`config.mk`:
```
export PLATFORM = sky130hd
export DESIGN_NAME = doubly_linked_list_engine
export DESIGN_NICKNAME = d
export VERILOG_FILES = /design/src/rtl/dlle_pkg.sv /design/src/rtl/doubly_linked_list_engine.sv
export SDC_FILE = /design/constraint.sdc
export NUM_CORES = 1
export LEC_CHECK = 0
export ABC_AREA = 1
export BUFFER_PORTS_ARGS = -buffer_cell sky130_fd_sc_hd__buf_2
export CORE_ASPECT_RATIO = 2
export CORE_MARGIN = 3
export CORE_UTILIZATION = 50
export CTS_BUF_LIST = sky130_fd_sc_hd__clkbuf_2
export DETAILED_ROUTE_END_ITERATION = 12
export GPL_ROUTABILITY_DRIVEN = 1
export PLACE_DENSITY = 0.74
export SKIP_LAST_GASP = 1
export SLEW_MARGIN = 15
export SYNTH_ARGS = -nofsm -noshare
export SYNTH_HDL_FRONTEND = slang
export SYNTH_SLANG_ARGS = --single-unit
```
`constraint.sdc`:
```
create_clock -name clk -period 3.15 [get_ports clk]
set_clock_uncertainty 0.15 [all_clocks]
set_input_delay 0.1575 -clock clk [delete_from_list [all_inputs] [get_ports clk]]
set_output_delay 0.1575 -clock clk [all_outputs]
set_load 0.005 [all_outputs]
```
`src/rtl/dlle_pkg.sv`:
```
// Types and constants of the doubly linked list engine.
package dlle_pkg;

    localparam int NODES       = 16;
    localparam int VALUE_BITS  = 32;
    localparam int HANDLE_BITS = $clog2(NODES);
    localparam int COUNT_BITS  = 4;
    localparam int CMD_BITS    = 3;
    localparam int STATUS_BITS = 3;
    localparam int WM_BITS     = $clog2(NODES + 1);
    localparam int STEP_BITS   = $clog2(NODES + 1);

    typedef enum logic [CMD_BITS-1:0] {
        CMD_PUSH_BACK  = 3'd0,
        CMD_PUSH_FRONT = 3'd1,
        CMD_POP_BACK   = 3'd2,
        CMD_POP_FRONT  = 3'd3,
        CMD_INSERT     = 3'd4,
        CMD_ERASE      = 3'd5,
        CMD_FIND       = 3'd6
    } cmd_t;

    typedef enum logic [STATUS_BITS-1:0] {
        STS_OK         = 3'd0,
        STS_EMPTY      = 3'd1,
        STS_FULL       = 3'd2,
        STS_BAD_HANDLE = 3'd3,
        STS_NOT_FOUND  = 3'd4
    } status_t;

    typedef enum logic [2:0] {
        ST_IDLE,
        ST_DISPATCH,
        ST_INS_LINK,
        ST_INS_FIX,
        ST_UNL_A,
        ST_UNL_B,
        ST_FIND,
        ST_RESP
    } state_t;

endpackage

```
`src/rtl/doubly_linked_list_engine.sv`:
```
// Circular doubly linked list engine over a fixed node pool with a sentinel.
//
// A command is taken when start is high and busy is low; busy then stays high
// until the result has been shown. The result appears on the result ports for
// exactly one cycle with done high and cannot be held off, so capture it then.
// Push and insert go DISPATCH, INS_LINK, INS_FIX, RESP; pop and erase go
// DISPATCH, UNL_A, UNL_B, RESP, set by the single write port of each link
// memory (two link updates per memory are done one after the other). Errors
// and the unused command code go from DISPATCH straight to RESP. Find walks
// at most NODES nodes and reads one node per cycle through the value
// and next-link memory read ports. A new command can be taken in the cycle
// after done. No clearing pass runs after reset: the sentinel links sit in
// registers and pool slots come from the free list, then a fill watermark.
module doubly_linked_list_engine (
    input  logic                                    clk,
    input  logic                                    rst_n,
    input  logic                                    start,
    output logic                                    busy,
    input  logic [dlle_pkg::CMD_BITS-1:0]           cmd,
    input  logic [dlle_pkg::HANDLE_BITS-1:0]        node_handle,
    input  logic signed [dlle_pkg::VALUE_BITS-1:0]  value,
    output logic                                    done,
    output logic [dlle_pkg::STATUS_BITS-1:0]        status,
    output logic [dlle_pkg::HANDLE_BITS-1:0]        result_handle,
    output logic signed [dlle_pkg::VALUE_BITS-1:0]  result_value,
    output logic [dlle_pkg::COUNT_BITS-1:0]         element_count_out
);

    localparam int HB = dlle_pkg::HANDLE_BITS;
    localparam int VB = dlle_pkg::VALUE_BITS;

    // control state
    dlle_pkg::state_t              state_reg, state_next;
    logic [HB-1:0]                 head_reg, head_next;
    logic [HB-1:0]                 tail_reg, tail_next;
    logic [HB-1:0]                 free_head_reg, free_head_next;
    logic [dlle_pkg::WM_BITS-1:0]  wm_reg, wm_next;
    logic [dlle_pkg::COUNT_BITS-1:0] count_reg, count_next;
    logic [dlle_pkg::NODES-1:0]    in_use_reg, in_use_next;
    logic [dlle_pkg::STEP_BITS-1:0] steps_reg, steps_next;

    // transaction payload and working registers
    dlle_pkg::cmd_t                cmd_reg;
    logic [HB-1:0]                 h_reg;
    logic [VB-1:0]                 v_reg;
    logic [HB-1:0]                 pos_reg, pos_next;
    logic [HB-1:0]                 n_reg, n_next;
    logic [HB-1:0]                 p_reg, p_next;
    logic [HB-1:0]                 cur_reg, cur_next;
    dlle_pkg::status_t             status_reg, status_next;
    logic [HB-1:0]                 rhandle_reg, rhandle_next;
    logic [VB-1:0]                 rvalue_reg, rvalue_next;

    // node memories; entry 0 of the link memories is unused, the sentinel
    // links live in head_reg and tail_reg
    logic [HB-1:0] nx_mem [dlle_pkg::NODES];
    logic [HB-1:0] pv_mem [dlle_pkg::NODES];
    logic [VB-1:0] val_mem [dlle_pkg::NODES];

    logic          nx_we, pv_we, val_we;
    logic [HB-1:0] nx_waddr, pv_waddr, val_waddr;
    logic [HB-1:0] nx_wdata, pv_wdata;
    logic [VB-1:0] val_wdata;
    logic [HB-1:0] nx_raddr, pv_raddr, val_raddr;
    logic [HB-1:0] nx_rdata_reg, pv_rdata_reg;
    logic [VB-1:0] val_rdata_reg;

    logic          h_ok;
    logic          pool_full;
    logic [HB-1:0] ins_pos;
    logic [HB-1:0] new_node;
    logic [HB-1:0] pop_node;
    logic [HB-1:0] ins_prev;
    logic [dlle_pkg::STEP_BITS-1:0] steps_inc;

    assign h_ok      = (32'(h_reg) < dlle_pkg::NODES);
    assign pool_full = (free_head_reg == '0) && (32'(wm_reg) >= dlle_pkg::NODES);
    assign ins_pos   = (cmd_reg == dlle_pkg::CMD_PUSH_BACK)  ? '0 :
                       (cmd_reg == dlle_pkg::CMD_PUSH_FRONT) ? head_reg : h_reg;
    assign new_node  = (free_head_reg != '0) ? free_head_reg : wm_reg[HB-1:0];
    assign pop_node  = (cmd_reg == dlle_pkg::CMD_POP_BACK) ? tail_reg : head_reg;
    assign ins_prev  = (pos_reg == '0) ? tail_reg : pv_rdata_reg;
    assign steps_inc = steps_reg + dlle_pkg::STEP_BITS'(1);

    assign busy              = (state_reg != dlle_pkg::ST_IDLE);
    assign done              = (state_reg == dlle_pkg::ST_RESP);
    assign status            = status_reg;
    assign result_handle     = rhandle_reg;
    assign result_value      = rvalue_reg;
    assign element_count_out = count_reg;

    always_ff @(posedge clk or negedge rst_n)
    begin
        if (!rst_n)
        begin
            state_reg <= dlle_pkg::ST_IDLE;
        end
        else
        begin
            state_reg <= state_next;
        end
    end

    always_ff @(posedge clk or negedge rst_n)
    begin
        if (!rst_n)
        begin
            head_reg      <= '0;
            tail_reg      <= '0;
            free_head_reg <= '0;
            wm_reg        <= dlle_pkg::WM_BITS'(1);
            count_reg     <= '0;
            in_use_reg    <= '0;
            steps_reg     <= '0;
        end
        else
        begin
            head_reg      <= head_next;
            tail_reg      <= tail_next;
            free_head_reg <= free_head_next;
            wm_reg        <= wm_next;
            count_reg     <= count_next;
            in_use_reg    <= in_use_next;
            steps_reg     <= steps_next;
        end
    end

    always_ff @(posedge clk)
    begin
        if (start && !busy)
        begin
            cmd_reg <= dlle_pkg::cmd_t'(cmd);
            h_reg   <= node_handle;
            v_reg   <= value;
        end
        pos_reg     <= pos_next;
        n_reg       <= n_next;
        p_reg       <= p_next;
        cur_reg     <= cur_next;
        status_reg  <= status_next;
        rhandle_reg <= rhandle_next;
        rvalue_reg  <= rvalue_next;
    end

    always_ff @(posedge clk)
    begin
        if (nx_we)
        begin
            nx_mem[nx_waddr] <= nx_wdata;
        end
        nx_rdata_reg <= nx_mem[nx_raddr];
    end

    always_ff @(posedge clk)
    begin
        if (pv_we)
        begin
            pv_mem[pv_waddr] <= pv_wdata;
        end
        pv_rdata_reg <= pv_mem[pv_raddr];
    end

    always_ff @(posedge clk)
    begin
        if (val_we)
        begin
            val_mem[val_waddr] <= val_wdata;
        end
        val_rdata_reg <= val_mem[val_raddr];
    end

    always_comb
    begin
        state_next     = state_reg;
        head_next      = head_reg;
        tail_next      = tail_reg;
        free_head_next = free_head_reg;
        wm_next        = wm_reg;
        count_next     = count_reg;
        in_use_next    = in_use_reg;
        steps_next     = steps_reg;
        pos_next       = pos_reg;
        n_next         = n_reg;
        p_next         = p_reg;
        cur_next       = cur_reg;
        status_next    = status_reg;
        rhandle_next   = rhandle_reg;
        rvalue_next    = rvalue_reg;
        nx_we          = 1'b0;
        pv_we          = 1'b0;
        val_we         = 1'b0;
        nx_waddr       = '0;
        pv_waddr       = '0;
        val_waddr      = '0;
        nx_wdata       = '0;
        pv_wdata       = '0;
        val_wdata      = '0;
        nx_raddr       = '0;
        pv_raddr       = '0;
        val_raddr      = '0;

        unique case (state_reg)
            dlle_pkg::ST_IDLE:
            begin
                if (start)
                begin
                    state_next = dlle_pkg::ST_DISPATCH;
                end
            end

            dlle_pkg::ST_DISPATCH:
            begin
                status_next  = dlle_pkg::STS_OK;
                rhandle_next = '0;
                rvalue_next  = '0;
                state_next   = dlle_pkg::ST_RESP;
                unique case (cmd_reg)
                    dlle_pkg::CMD_PUSH_BACK, dlle_pkg::CMD_PUSH_FRONT, dlle_pkg::CMD_INSERT:
                    begin
                        if ((cmd_reg == dlle_pkg::CMD_INSERT) &&
                            (!h_ok || ((h_reg != '0) && !in_use_reg[h_reg])))
                        begin
                            status_next = dlle_pkg::STS_BAD_HANDLE;
                        end
                        else if (pool_full)
                        begin
                            status_next = dlle_pkg::STS_FULL;
                        end
                        else
                        begin
                            // fetch free-list successor and predecessor of pos
                            pos_next   = ins_pos;
                            nx_raddr   = free_head_reg;
                            pv_raddr   = ins_pos;
                            state_next = dlle_pkg::ST_INS_LINK;
                        end
                    end

                    dlle_pkg::CMD_POP_BACK, dlle_pkg::CMD_POP_FRONT:
                    begin
                        if ((count_reg == '0) || (head_reg == '0))
                        begin
                            status_next = dlle_pkg::STS_EMPTY;
                        end
                        else
                        begin
                            n_next     = pop_node;
                            nx_raddr   = pop_node;
                            pv_raddr   = pop_node;
                            val_raddr  = pop_node;
                            state_next = dlle_pkg::ST_UNL_A;
                        end
                    end

                    dlle_pkg::CMD_ERASE:
                    begin
                        if (!h_ok || (h_reg == '0) || !in_use_reg[h_reg])
                        begin
                            status_next = dlle_pkg::STS_BAD_HANDLE;
                        end
                        else
                        begin
                            n_next     = h_reg;
                            nx_raddr   = h_reg;
                            pv_raddr   = h_reg;
                            val_raddr  = h_reg;
                            state_next = dlle_pkg::ST_UNL_A;
                        end
                    end

                    dlle_pkg::CMD_FIND:
                    begin
                        status_next = dlle_pkg::STS_NOT_FOUND;
                        if (head_reg != '0)
                        begin
                            cur_next   = head_reg;
                            steps_next = '0;
                            nx_raddr   = head_reg;
                            val_raddr  = head_reg;
                            state_next = dlle_pkg::ST_FIND;
                        end
                    end

                    default:
                    begin
                        // unused code: plain ok answer
                    end
                endcase
            end

            dlle_pkg::ST_INS_LINK:
            begin
                if (free_head_reg != '0)
                begin
                    free_head_next = nx_rdata_reg;
                end
                else
                begin
                    wm_next = wm_reg + dlle_pkg::WM_BITS'(1);
                end
                n_next                = new_node;
                p_next                = ins_prev;
                in_use_next[new_node] = 1'b1;
                val_we                = 1'b1;
                val_waddr             = new_node;
                val_wdata             = v_reg;
                nx_we                 = 1'b1;
                nx_waddr              = new_node;
                nx_wdata              = pos_reg;
                pv_we                 = 1'b1;
                pv_waddr              = new_node;
                pv_wdata              = ins_prev;
                state_next            = dlle_pkg::ST_INS_FIX;
            end

            dlle_pkg::ST_INS_FIX:
            begin
                // hook the new node between p and pos
                if (p_reg == '0)
                begin
                    head_next = n_reg;
                end
                else
                begin
                    nx_we    = 1'b1;
                    nx_waddr = p_reg;
                    nx_wdata = n_reg;
                end
                if (pos_reg == '0)
                begin
                    tail_next = n_reg;
                end
                else
                begin
                    pv_we    = 1'b1;
                    pv_waddr = pos_reg;
                    pv_wdata = n_reg;
                end
                count_next   = count_reg + dlle_pkg::COUNT_BITS'(1);
                status_next  = dlle_pkg::STS_OK;
                rhandle_next = n_reg;
                state_next   = dlle_pkg::ST_RESP;
            end

            dlle_pkg::ST_UNL_A:
            begin
                // bridge the neighbors around n
                if (nx_rdata_reg == '0)
                begin
                    tail_next = pv_rdata_reg;
                end
                else
                begin
                    pv_we    = 1'b1;
                    pv_waddr = nx_rdata_reg;
                    pv_wdata = pv_rdata_reg;
                end
                if (pv_rdata_reg == '0)
                begin
                    head_next = nx_rdata_reg;
                end
                else
                begin
                    nx_we    = 1'b1;
                    nx_waddr = pv_rdata_reg;
                    nx_wdata = nx_rdata_reg;
                end
                status_next  = dlle_pkg::STS_OK;
                rhandle_next = n_reg;
                rvalue_next  = val_rdata_reg;
                state_next   = dlle_pkg::ST_UNL_B;
            end

            dlle_pkg::ST_UNL_B:
            begin
                // push n onto the free list
                nx_we              = 1'b1;
                nx_waddr           = n_reg;
                nx_wdata           = free_head_reg;
                pv_we              = 1'b1;
                pv_waddr           = n_reg;
                pv_wdata           = '0;
                in_use_next[n_reg] = 1'b0;
                free_head_next     = n_reg;
                if (count_reg != '0)
                begin
                    count_next = count_reg - dlle_pkg::COUNT_BITS'(1);
                end
                state_next = dlle_pkg::ST_RESP;
            end

            dlle_pkg::ST_FIND:
            begin
                if (val_rdata_reg == v_reg)
                begin
                    status_next  = dlle_pkg::STS_OK;
                    rhandle_next = cur_reg;
                    rvalue_next  = v_reg;
                    state_next   = dlle_pkg::ST_RESP;
                end
                else
                begin
                    steps_next = steps_inc;
                    if ((nx_rdata_reg == '0) || (32'(steps_inc) >= dlle_pkg::NODES))
                    begin
                        state_next = dlle_pkg::ST_RESP;
                    end
                    else
                    begin
                        // advance to the successor while comparing this one
                        cur_next  = nx_rdata_reg;
                        nx_raddr  = nx_rdata_reg;
                        val_raddr = nx_rdata_reg;
                    end
                end
            end

            dlle_pkg::ST_RESP:
            begin
                state_next = dlle_pkg::ST_IDLE;
            end

            default:
            begin
                state_next = dlle_pkg::ST_IDLE;
            end
        endcase
    end

endmodule

```
# [After elaboration in Yosys (flattened, before gate mapping)]
# Memories as Yosys holds them, arrays and structs flattened. A register that Yosys moved wholly into a read port is not among the register bits.
# Index checks and enable logic that the tools add are counted.
[op_classes] n_reduce_logical=50 muxes=98 bitwise=6 eq_ne=30 magnitude_cmp=7 add_sub_neg=4
[op_table] op="$mux 4" n=37
[op_table] op="$pmux 32 s3" n=1
[op_table] op="$pmux 4 s2" n=9
[op_table] op="$mux 32" n=2
[op_table] op="$pmux 4 s4" n=4
[op_table] op="$pmux 4 s3" n=4
[op_table] op="$eq 32x32->1" n=1
[op_table] op="$logic_not 4->1" n=8
[op_table] op="$pmux 16 s2" n=1
[op_table] op="$ne 2x2->1 const B" n=12
[op_table] op="$pmux 3 s4" n=2
[op_table] op="$eq 3x3->1 const B" n=7
[op_table] op="$pmux 3 s7" n=1
[op_table] op="$mux 3" n=6
[op_table] op="$and 16x16->16" n=1
[op_table] op="$mux 1" n=16
[op_table] op="$not 16->16" n=1
[op_table] op="$or 16x16->16" n=1
[op_table] op="$reduce_bool 4->1" n=4
[op_table] op="$lt 4x5->1 const B" n=3
[op_table] op="$mux 5" n=3
[op_table] op="$eq 3x2->1 const B" n=4
[op_table] op="$reduce_and 2->1" n=6
[op_table] op="$reduce_and 4->1" n=3
[op_table] op="other kinds (25)" n=58
[word_totals] elab_cells=216 register_bits=139 n_memories=3 ramBits=640 out_inout_bits=45
[mem_list] name="val_mem" words=16 word_bits=32 rd=1 rd_ports_with_merged_regs=1 wr=1 line_no="doubly_linked_list_engine.sv:58" rtl="logic [VB-1:0] val_mem [dlle_pkg::NODES];"
[mem_list] name="nx_mem" words=16 word_bits=4 rd=1 rd_ports_with_merged_regs=1 wr=1 line_no="doubly_linked_list_engine.sv:56" rtl="logic [HB-1:0] nx_mem [dlle_pkg::NODES];"
[mem_list] name="pv_mem" words=16 word_bits=4 rd=1 rd_ports_with_merged_regs=1 wr=1 line_no="doubly_linked_list_engine.sv:57" rtl="logic [HB-1:0] pv_mem [dlle_pkg::NODES];"

# [Logic depth before layout (Yosys ltp)]
# Gate-level depths: netlist of the first run.
[depth] depth_word=8 mapped_depth=19 ltp_nobuf=18

# [Least setup slack after synthesis of the first run]
# Ideal clock, no wire load.
[synth_timing] path_type="flip-flop to flip-flop" from="reg free_head_reg[2]" to="mem val_mem[4][0] in the netlist's numbering (enable)" required_time_ns=2.579 stages_incl_launch_ff=10 path_slack_ns=-0.242 n_path_buf=0 synth_period_minus_slack_ns=3.392 arrival_ns=2.821 cell_sequence="dfrtp_1 -> nor2_1 -> nand3_1 -> o21ai_0 -> inv_1 -> nor2_1 -> inv_1 -> nor2_1 -> inv_1 -> nor2_1"
[synth_via] elab_chain_cells=3
[synth_rtl] element="start: declaration" line_no="doubly_linked_list_engine.sv:36" rtl="logic [HB-1:0] free_head_reg, free_head_next;"
[synth_rtl] element="start signal: assignment" line_no="doubly_linked_list_engine.sv:120" rtl="free_head_reg <= free_head_next;"
[synth_rtl] element="$reduce_bool 4->1" line_no="doubly_linked_list_engine.sv:80" rtl="assign new_node = (free_head_reg != '0) ? free_head_reg : wm_reg[HB-1:0];"
[synth_rtl] element="$mux 4 (*)" line_no="doubly_linked_list_engine.sv:80"
[synth_rtl] element="$mux 4 (*)" line_no="doubly_linked_list_engine.sv:202" rtl="unique case (state_reg)"
[synth_rtl] element="end: declaration" line_no="doubly_linked_list_engine.sv:58"
# Every way passes the cells marked *; elsewhere a longest branch is shown, timed or not.

# [Worst setup path in the final report of the first run]
[layout_timing] from="reg free_head_reg[3]" to="mem pv_mem[12][3] in the netlist's numbering (enable)"
[layout_via] elab_chain_cells=3
[layout_rtl] element="$reduce_bool 4->1" line_no="doubly_linked_list_engine.sv:80"
[layout_rtl] element="$mux 4 (*)" line_no="doubly_linked_list_engine.sv:80"
[layout_rtl] element="$pmux 4 s4 (*)" line_no="doubly_linked_list_engine.sv:202"
[layout_rtl] element="end: declaration" line_no="doubly_linked_list_engine.sv:57"
# Marked as above.

==> impl_metrics.py, run 1 <==
metrics = {
    "critical_path": {
        "endpoint_kind": "flip-flop",
        "r2r_setup_slack_ns": 0.1,
        "required_ns": 4.01,
        "cp_slowest_cell": "a31oi_1",
        "startpoint_type": "flip-flop",
        "r2r-start": "free_head_reg[3]",
        "cpMostUsedCell": "buf_4",
        "crit_arrival_ns": 3.92,
        "critPathKind": "reg -> reg",
        "path_cells": "inv_1, a31oi_1, nor2_1, nor4_1, buf_4, nand2_1, buf_4, nor2_1, buf_4",
        "reg2regPathDepth": 9,
        "critical_path.max_fanout": 6,
        "cpPeakStageDelay_ns": 0.64,
        "r2r_end": "pv_mem[12][3]",
    },
    "routing": {
        "final_antenna_net_count": 0,
        "dr.pass1.iters": 6,
        "vias": 27400,
        "drcViolationCount": 0,
        "vias_per_cell": 5.66,
        "avgRoutedWirePerCell_um": 22.7,
        "drt_iter0_markers": 2761,
        "wirelength_um": 110000,
    },
    "global_route": {
        "grt_pass1_wl_um": 161000,
        "antenna_found_initial": 2,
        "grt_remaining_overflow": 0,
        "grt_pass1_vias": 27300,
        "grt.total_usage": 0.286,
        "grt_max_degree": 89,
    },
    "floorplan": {
        "ios": 87,
        "die_w_um": 195,
        "core.rowCount": 138,
        "core_um2": 71000,
        "die_y_um": 385,
        "initial_core_util": 0.506,
        "fp.dieArea_um2": 75200,
    },
    "job": {
        "drv_cap": 0,
    },
    "logic_synthesis": {
        "yosysMostFrequentCell": "edfxtp_1",
        "synth_commonest_cells": "734 x edfxtp_1, 701 x nand2_1, 533 x nand3_1",
        "synth_area_leaders": "edfxtp_1 61%, nand3_1 7.4%, nand2_1 7.3%",
        "synth.largest_area_cell": "edfxtp_1",
        "synth-compound-area-share": 0.0297,
        "synth_top_area_share": 0.614,
        "synth_xor_area_frac": 0.00562,
        "syn_area_um2": 35900,
        "yosysUniqueCellTypes": 55,
        "synth-adder-area-share": 0.00195,
        "yosysSeqAreaShare": 0.668,
        "netlist_instances": 3344,
        "yosys_warnings": 0,
        "syn-num-nets": 3391,
        "yosys_most_used_dff": "edfxtp_1",
        "synth_edf_count": 734,
        "synth_mux_area_frac": 0.00126,
        "synth_simple_gate_area_share": 0.224,
        "postSynthAreaPerCell_um2": 10.7,
        "synth_top_family_by_area": "simple AND/OR/NAND/NOR gates",
        "synth-async-reset-ratio": 0.0549,
        "yosys_register_bits": 819,
    },
    "sta": {
        "fmax_mhz": 328,
        "hold_viol_final": 0,
        "post-route-period-util": 0.969,
        "finalSetupTns_ns": 0,
        "fin_crit_ns": 3.05,
        "rsz0062_at_grt": "no",
        "slew_viol_final": 0,
        "tightest_slew_ns": 1.06,
        "slew_headroom": 0.286,
        "setup_viol": 0,
        "whs_ns": 0.278,
    },
    "cells_and_area": {
        "top_register": "val_mem",
        "fin_cells": 4839,
        "nFillCells": 5709,
        "area_growth_pct": 17.5,
        "largest_register_ffs": 512,
        "reg_top3": "val_mem x512, nx_mem x64, pv_mem x64",
        "final_net_count": 3833,
        "drive_gt1_frac": 0.168,
        "finalCoreUtilization": 0.594,
    },
    "cts": {
        "cts_tree": "done",
        "clockRootBuffer": "clkbuf_2",
        "cts_buffer_depth": 3,
        "clk_pin_slew_worst_paths_ns": 0.14,
        "clk_latency_ns": 1.39,
        "clock_sinks": 819,
        "numCtsBuffers": 170,
        "htreeDepth": 4,
    },
    "pwr": {
        "p_total_uw": 34500,
        "p_leak_uw": 0.0173,
        "powerDensity_nw_per_um2": 818,
        "vdd_drop_max_mv": 0.538,
    },
    "place": {
        "port_buffers": 86,
        "dp_hpwl_um": 67100,
        "place_inst": 4388,
        "place_congestion": 1.01,
    },
    "run_status": {
        "status": "finished, final reports clean",
    },
    "hold_path": {
        "hp-class": "in -> async",
    },
}
-- cell usage in the layout, fill, tap and decap left out, types with 12 or more instances in the layout --
cell	instances
nor2_4	17
dlygate4sd3_1	123
dfrtp_1	44
o21ai_1	12
dfxtp_1	38
nand3b_1	221
clkbuf_2	245
buf_2	86
nand3_1	533
inv_1	432
edfxtp_1	734
inv_2	12
buf_4	167
nand4_1	15
o21ai_0	60
o22ai_1	27
nor2_1	179
buf_12	45
clkinv_1	44
a21oi_1	30
nand2_1	695
xnor2_1	13
clkinv_2	13
-- metrics by stage --
stage                     area (µm²)  setup WS, ns
after detailed placement       39000        -0.172
after CTS                      41900        0.0186
final                          42100        0.0985
after global placement         39000        -0.177
after global routing           42100       0.00833
after floorplan                35900        -0.242
-- repair_timing --
item | CTS | global route
hold buffers | 124 | 0
gates cloned | 0 | 3
gates resized for setup | 4 | 29
pin swaps | 1 | 8
setup endpoints to repair | 22 | 166
buffers inserted | 1 | 8
endpoints found under the hold margin | 124 | 0
-- critical path: cells and delay by family (launching register included) --
family / cells / cell delay (ns)
compound gates: 1 / 0.64
flops: 1 / 0.37
buf+inv: 4 / 0.73
simple gates: 4 / 0.80
-- layout make-up --
| cell class | count | area (µm²) | share of cell area |
|---|---|---|---|
| Sequential cell | 819 | 24000 | 0.569 |
| Multi-Input combinational cell | 1916 | 9690 | 0.230 |
| Timing Repair Buffer | 432 | 4030 | 0.0956 |
| Inverter | 447 | 1690 | 0.0400 |
| Clock buffer | 245 | 1230 | 0.0291 |
| Tap cell | 910 | 1140 | 0.0270 |
| Clock inverter | 67 | 387 | 0.00917 |
| Antenna cell | 3 | 7.51 | 0.000178 |
-- metal layers --
layer	global-route usage	routed length, µm	up-vias	part of all wire
met5	0	0	-	0
met4	0.212	9270	0	0.084
met3	0.0604	9830	497	0.089
met2	0.508	56600	1660	0.51
met1	0.295	34300	12900	0.31
li1	-	-	12400	-
-- where the power goes --
group / total (µW) / switching, µW / internal, µW
clock: 6560 / 4170 / 2390
combinational: 12500 / 8450 / 4090
sequential: 15400 / 1030 / 14300
-- cells by family after synthesis --
group | Yosys count
AND/OR/NAND/NOR | 1705
adder cells (fa/ha/maj) | 5
XOR/XNOR | 23
AO/OA/AOI/OAI | 179
buffers and inverters | 609
flip-flops | 819
multiplexers | 4
-- how the worst max path moves through the flow --
stage,startpoint,endpoint,slack [ns],cells after the start
6_report,free_head_reg[3],pv_mem[12][3],0.1,9
5_1_grt,h_reg[0],val_rdata_reg[1],0.008,18
3_5_place_dp,val_rdata_reg[26],val_rdata_reg[1],-0.17,16
2_1_floorplan,free_head_reg[2],val_mem[4][0],-0.24,9
3_3_place_gp,val_rdata_reg[26],val_rdata_reg[14],-0.18,16
4_1_cts,v_reg[26],val_rdata_reg[5],0.02,16
No activity file was read; power rests on OpenSTA's default activity.
==> run 2: changes to the inputs <==
--- a/config.mk
+++ b/config.mk
@@ -9,11 +9,11 @@
 export BUFFER_PORTS_ARGS = -buffer_cell sky130_fd_sc_hd__buf_2
 export CORE_ASPECT_RATIO = 2
 export CORE_MARGIN = 3
-export CORE_UTILIZATION = 50
+export CORE_UTILIZATION = 45
 export CTS_BUF_LIST = sky130_fd_sc_hd__clkbuf_2
 export DETAILED_ROUTE_END_ITERATION = 12
 export GPL_ROUTABILITY_DRIVEN = 1
-export PLACE_DENSITY = 0.74
+export PLACE_DENSITY = 0.64
 export SKIP_LAST_GASP = 1
 export SLEW_MARGIN = 15
 export SYNTH_ARGS = -nofsm -noshare
==> run 2 against run 1 <==
Global-route usage shrank 2.0 points. Combinational power is essentially flat. Cell count grew 2.7%. Critical path depth grew 4. Largest cell class unchanged. First-iteration DRC count shrank 28%. Wire length grew 0.53%. Final area grew 0.54%. Total power is essentially flat. Worst setup slack lost 0.058 ns. Utilization shrank 5.4 points. Register-to-register slack lost 0.06 ns. Flip-flop and latch count is the same.
==> impl_metrics.py, run 2 (same netlist as run 1, synthesis figures left out) <==
metrics = {
    "critical_path": {
        "critPathKind": "reg -> reg",
        "cpPeakStageDelay_ns": 0.46,
        "worst-path-buf-inv": 6,
        "cp_slowest_cell": "dfrtp_1",
        "critical_path.max_fanout": 9,
        "endpoint_kind": "flip-flop",
        "startpoint_type": "flip-flop",
        "critPathTopFamily": "simple AND/OR/NAND/NOR gates",
        "path_cells": "inv_2, nor2_1, inv_1, nor2_2, inv_1, buf_4, nor2_1, inv_1, nand2_1, nor3_1, buf_4, nand2_1, nor2_1",
        "crit_arrival_ns": 3.97,
        "required_ns": 4.01,
    },
    "cells_and_area": {
        "final_net_count": 3841,
        "finalCoreUtilization": 0.539,
        "largest_register_ffs": 512,
        "reg_top3": "val_mem x512, nx_mem x64, pv_mem x64",
        "drive_gt1_frac": 0.165,
        "final_common_cell": "edfxtp_1",
        "final_cell_area_um2": 42400,
        "nFillCells": 6779,
        "layout_common_cells": "734 x edfxtp_1, 700 x nand2_1, 533 x nand3_1, 431 x inv_1, 234 x clkbuf_2",
        "top_register": "val_mem",
        "area_growth_pct": 18.1,
    },
    "routing": {
        "drt_iter0_markers": 1998,
        "drcViolationCount": 0,
        "vias": 26900,
        "avgRoutedWirePerCell_um": 22.3,
        "dr.pass1.iters": 6,
        "vias_per_cell": 5.41,
        "wirelength_um": 111000,
        "final_antenna_net_count": 0,
    },
    "global_route": {
        "grt_pass1_wl_um": 163000,
        "grt.total_usage": 0.267,
        "grt_remaining_overflow": 0,
        "grt_pass1_vias": 27100,
        "antenna_found_initial": 3,
        "grt_max_degree": 85,
    },
    "sta": {
        "setup_viol": 0,
        "slew_headroom": 0.251,
        "fmax_mhz": 322,
        "slew_viol_final": 0,
        "rsz0062_at_grt": "yes",
        "hold_viol_final": 0,
        "tightest_slew_ns": 1.12,
        "fin_crit_ns": 3.11,
        "post-route-period-util": 0.987,
    },
    "cts": {
        "clock_sinks": 819,
        "clk_latency_ns": 1.41,
        "cts_tree": "done",
        "postCtsSetupBuffers": 0,
        "clockRootBuffer": "clkbuf_2",
        "numCtsBuffers": 171,
        "htreeDepth": 4,
        "cts_buffer_depth": 3,
        "clk_pin_slew_worst_paths_ns": 0.13,
    },
    "floorplan": {
        "fp.dieArea_um2": 83300,
        "die_w_um": 206,
        "initial_core_util": 0.457,
        "core.rowCount": 145,
        "die_y_um": 405,
        "core_um2": 78600,
        "ios": 87,
    },
    "job": {
        "drv_cap": 0,
    },
    "place": {
        "place_congestion": 0.968,
        "dp_hpwl_um": 71000,
        "port_buffers": 86,
        "place_area_um2": 39400,
    },
    "hold_path": {
        "hp-class": "in -> async",
    },
    "pwr": {
        "p_leak_uw": 0.0173,
        "power_frac_clock": 0.195,
        "swShare": 0.392,
        "powerDensity_nw_per_um2": 813,
        "power_switching_uw": 13500,
        "intPower_uw": 21000,
        "pwr-share-seq": 0.446,
        "p_comb_frac": 0.359,
        "vdd_drop_max_mv": 0.458,
    },
    "run_status": {
        "status": "finished, final reports clean",
    },
}
-- run 2: cell types whose count changed in the layout (fill, tap and decap cells not counted), moves of 3 or more --
cell | previous run | this run
buf_16 | 3 | 0
clkbuf_16 | 3 | 0
clkinv_1 | 44 | 57
buf_4 | 167 | 174
nand2_2 | 9 | 4
clkbuf_2 | 245 | 234
buf_12 | 45 | 55
buf_6 | 5 | 1
nand2_1 | 695 | 700
-- run 2: repair_timing --
item | in CTS | in global routing
hold buffers | 124 | 0
endpoints found under the hold margin | 124 | 0
endpoints found under the setup margin | 0 | 66
resized for setup | 0 | 14
-- run 2: cell type report --
cell class | instances | area [µm²] | area share
antenna | 2 | 5.00 | 0.000118
multi-input combinational | 1916 | 9660 | 0.228
sequential | 819 | 24000 | 0.566
clock buffer | 234 | 1170 | 0.0276
timing repair buffer | 439 | 4080 | 0.0963
tap | 1029 | 1290 | 0.0304
clock inverter | 82 | 505 | 0.0119
inverter | 447 | 1680 | 0.0398
-- run 2: worst reg2reg max path, delay by kind of cell, from the launching register on --
| kind | cells | cell delay [ns] |
|---|---|---|
| flip-flops | 1 | 0.46 |
| buffers and inverters | 6 | 1.00 |
| AND/OR/NAND/NOR | 7 | 1.17 |
-- run 2: path summary, 6_finish.rpt --
path | start | endpoint | slack, ns | depth (start not counted)
max in group asynchronous | rst_n | wm_reg[0] | 1.90 | 6
min in group clk | start | v_reg[9] | 0.33 | 5
hold reg to reg | steps_reg[0] | steps_reg[0] | 0.38 | 1
setup reg to reg | state_reg[2] | nx_mem[8][1] | 0.04 | 13
hold / removal | rst_n | state_reg[2] | 0.25 | 5
setup / recovery | state_reg[2] | nx_mem[8][1] | 0.04 | 13
-- run 2: power by group through the flow --
| stage | combinational (µW) | clock (µW) | sequential (µW) |
|---|---|---|---|
| finish | 12400 | 6720 | 15400 |
| global route | 13400 | 7420 | 15400 |
| CTS | 12300 | 6920 | 15300 |
| floorplan | 6720 | 0 | 15100 |
| global placement | 12000 | 0 | 15500 |
| detailed placement | 12100 | 0 | 15500 |
-- run 2: layer usage --
layer / share of wire / track usage / up-vias / wire length (µm)
met5: 0 / 0 / - / 0
met4: 0.075 / 0.184 / 0 / 8330
met3: 0.057 / 0.0464 / 399 / 6350
met2: 0.53 / 0.482 / 1081 / 58500
met1: 0.34 / 0.277 / 13000 / 37500
li1: - / - / 12400 / -
-- run 2: per-stage QoR --
stage | TNS, ns | hold slack, ns | total power, µW | instances | setup slack, ns
6_report | 0 | 0.252 | 34400 | 4968 | 0.0403
5_1_grt | -0.0370 | 0.176 | 36300 | 4968 | -0.0280
4_1_cts | 0 | 0.0344 | 34500 | 4966 | 0.000790
3_5_place_dp | 0 | 0.0252 | 27600 | 4526 | 0.0950
3_3_place_gp | 0 | 0.0197 | 27500 | 4525 | 0.0864
2_1_floorplan | -31.01 | -0.288 | 21800 | 3344 | -0.242
